## config.mk

```make
export PLATFORM = sky130hd
export DESIGN_NAME = swtl_ram
export DESIGN_NICKNAME = d
export VERILOG_FILES = /design/src/rtl/swtl_ram.sv
export SDC_FILE = /design/constraint.sdc
export NUM_CORES = 1
export LEC_CHECK = 0
export ABC_AREA = 1
export BUFFER_PORTS_ARGS = -buffer_cell sky130_fd_sc_hd__buf_2
export CORE_MARGIN = 4
export CORE_UTILIZATION = 63
export CTS_BUF_LIST = sky130_fd_sc_hd__clkbuf_8
export DETAILED_ROUTE_END_ITERATION = 10
export PLACE_DENSITY = 0.84
export SKIP_LAST_GASP = 1
export SYNTH_ARGS = -nofsm -noshare
export SYNTH_HDL_FRONTEND = slang
export SYNTH_SLANG_ARGS = --single-unit
```

## constraint.sdc

```tcl
create_clock -name i_clk -period 1.2 [get_ports i_clk]
set_input_delay 0.18 -clock i_clk [delete_from_list [all_inputs] [get_ports i_clk]]
set_output_delay 0.18 -clock i_clk [all_outputs]
set_load 0.01 [all_outputs]
```

## src/rtl/swtl_ram.sv

```systemverilog
// Generic single-clock RAM: one write port, one read port, registered read data.
// No dependencies.
module swtl_ram #(
    parameter int WIDTH = 8,
    parameter int DEPTH = 16
) (
    input  logic                     i_clk,
    input  logic                     i_we,
    input  logic [$clog2(DEPTH)-1:0] i_waddr,
    input  logic [WIDTH-1:0]         i_wdata,
    input  logic [$clog2(DEPTH)-1:0] i_raddr,
    output logic [WIDTH-1:0]         o_rdata
);

    logic [WIDTH-1:0] r_mem [DEPTH];
    logic [WIDTH-1:0] r_rdata;

    // Write and registered read.
    always_ff @(posedge i_clk) begin
        if (i_we) begin
            r_mem[i_waddr] <= i_wdata;
        end
        r_rdata <= r_mem[i_raddr];
    end

    assign o_rdata = r_rdata;

endmodule

```

Word-level counts from Yosys, hierarchy flattened
Memory sizes are Yosys's and may differ from the RTL's. A register that Yosys moved wholly into a read port is not among the register bits.
Cells that the tools add are included.
W data, S select, Z words.
Storage, ports and cells
  flip-flop bits (word level): 0
  RAM bits: 128
  output and inout port bits: 8
  word-level logic and storage cells: 3
  memories: 1
Cells by class
  mux-type cells: 2
Memories
  r_mem: depth 16, width 8, read ports 1, clocked after Yosys merged registers in 1, write ports 1, line 15  | logic [WIDTH-1:0] r_mem [DEPTH];
Operators by type and width (count)
  $mux W1: 2

Longest topological paths before layout
  word-level depth: 2
  depth in mapped cells: 8
  depth with buffers taken out: 7

Worst setup path before layout
No wires, ideal clock.
  path type: input port to flip-flop
  start: in i_waddr[3]
  end: mem r_mem[4][0], enable pin
  library setup time: 0.370 ns
  data arrival time: 0.761 ns
  slack: 0.069 ns
  stages on the path: 2
  cells stage by stage: nand3b_1 > nor2_1
RTL lines
  start: declaration: line 9  | input logic [$clog2(DEPTH)-1:0] i_waddr,
  end: declaration: line 15
Straight into the memory's write port.

Worst setup path in the final report
  start: reg r_rdata[7], in the netlist o_rdata[7] (read register of r_mem)
  end: out o_rdata[7]
RTL lines
  start: declaration: line 16  | logic [WIDTH-1:0] r_rdata;
  end: declaration: line 12  | output logic [WIDTH-1:0] o_rdata
No word-level cell between the ends.

==> results.ini <==
[status]
status=finished, final reports clean

[power]
power.total_w=0.0102
vdd_drop_max_mv=1.13
power_density_mw_per_mm2=1550
p_leak_nw=2.90

[clocking]
clk_latency_ps=440
cts.sinks=136
cts_buffers=17
clock_path_buffers=2
ctsHoldBuffers=0
root_buffer=clkbuf_8
htreeDepth=4
cts_resized=0
post_cts_buffers=0
tritoncts=built
clkSlewWorstSetupHoldPaths_ps=80

[logic_synthesis]
yosysTopAreaCellShare=0.667
synthesis.area_mm2=0.00577
synth_top_cells_by_count=173 x nand2_1, 128 x edfxtp_1, 100 x inv_1
synth_fp_nets=569
ys_ff_latch=136
ys_seq_area_frac=0.694
synth_cells=551
postSynthAreaPerCell_um2=10.5
synth-async-reset-ratio=0
synth_area_leader_cell=edfxtp_1
synth.distinct_cells=12
synthFlopType=edfxtp_1
synth_edf_count=128
yosys_warnings=0
synth_area_leaders=edfxtp_1 67%, nand2_1 11%, nand3_1 8.4%
synth.most_common_cell=nand2_1

[floorplan]
fp.dieW_um=104
die_h_um=104
core_mm2=0.00881
die_area_mm2=0.0107
ioPinCount=26
start_util=0.655
rows=34

[placed_design]
port_buffers=25
placed_cells=688
gp_congestion=0.878
hpwl_mm=7.60

[hold_path]
hp-class=input port to register
min_from=i_wdata[3]

[grt]
antenna_found_initial=0
grt-ovfl-total=0
grt_pass1_vias=3933
grt_max_degree=57
grt_pass1_wl_mm=20.2
track_usage=0.249

[critical_path]
path_delay_family=flip-flops
required_ps=1020
worst-path-buf-inv=1
cp-start-kind=register
worstSetupStartpoint=o_rdata[7]$_DFF_P_
max_stage_delay_ps=360
ff2ff_setup_slack_ps=120
cp_cell_sequence=buf_2
arrival_ps=930
critical-path-slowest-cell=dfxtp_1
crit_fanout=1
path_class=register to output port
cp-end-kind=output port
r2r-start=r_mem[3][3]$_DFFE_PP_

[drt]
firstDrtPassIters=5
wirelength_mm=12.8
ant_nets=0
via_per_inst=5.67
drtIter0Drc=462
drc=0
avgRoutedWirePerCell_um=17.8
vias=4079

[final_layout]
n_antenna_cell=0
layoutNonFillerInstCount=719
synthToLayoutAreaGrowth_pct=14.0
layout-drive-gt1-share=0.134
fin_nets=617

[timing]
rsz0062_at_grt=false
timing.slew.headroom=0.753
tightest_slew_ps=371
fmax_ghz=0.898
report.final.slew_viol_count=0
fin_skew_ps=11.1
hold_viol=0
fin_crit_ps=1110
finalCritPeriodShare=0.928
setup_viol=0

[job]
cap_violations=0

-- final timing paths --
kind              depth (start not counted)                     to
hold reg to reg                           6     o_rdata[4]$_DFF_P_
hold / removal                            1  r_mem[0][3]$_DFFE_PP_
setup reg to reg                          6     o_rdata[3]$_DFF_P_
setup / recovery                          1             o_rdata[7]
-- cells by family (layout without fill, tap and decap cells) --
group | Yosys count | after routing | share of synthesized area
simple gates | 289 | 289 | 0.210
flops | 136 | 136 | 0.694
buf+inv | 126 | 186 | 0.0952
-- placed cells by master, fill, tap and decap left out, drive strengths merged --
cell / count
edfxtp: 128
buf: 53
dfxtp: 8
nand2: 173
clkinvlp: 2
bufinv: 5
clkinv: 7
clkbuf: 17
nor2: 17
inv: 102
nand3: 97
nand3b: 2
-- flip-flops by register name, indices dropped and copies added, names as in the netlist --
register and count:
r_mem 128, o_rdata 8
-- metrics by stage --
| step | area (um2) | util | setup TNS, ps | setup WS [ps] | hold WS, ps |
|---|---|---|---|---|---|
| floorplan | 5770 | - | 0 | 69.2 | 279 |
| global placement | 6130 | 0.697 | -40.7 | -32.1 | 579 |
| detailed placement | 6130 | 0.697 | -218 | -85.8 | 579 |
| CTS | 6570 | 0.747 | 0 | 62.9 | 135 |
| global route | 6570 | 0.747 | 0 | 39.1 | 146 |
| finish | 6570 | 0.747 | 0 | 86.2 | 158 |
-- per-layer routing --
| layer | track usage | part of all wire |
|---|---|---|
| met5 | 0 | 0 |
| met4 | 0.133 | 0.046 |
| met2 | 0.409 | 0.50 |
| met1 | 0.305 | 0.36 |
| met3 | 0.0603 | 0.097 |
-- area by class of cell --
class	instances	area, um2
inverter	102	383
clock inverter	14	206
clock buffer	17	234
sequential	136	4000
timing repair buffer	53	398
multi-input combinational	289	1210
fill	548	2230
tap	108	135
-- power by group --
group          internal, W  switching, W
clock network      0.00244       0.00171
logic             0.000220      0.000469
registers          0.00530     0.0000373
Note: power is estimated with default switching activity, not from simulation.
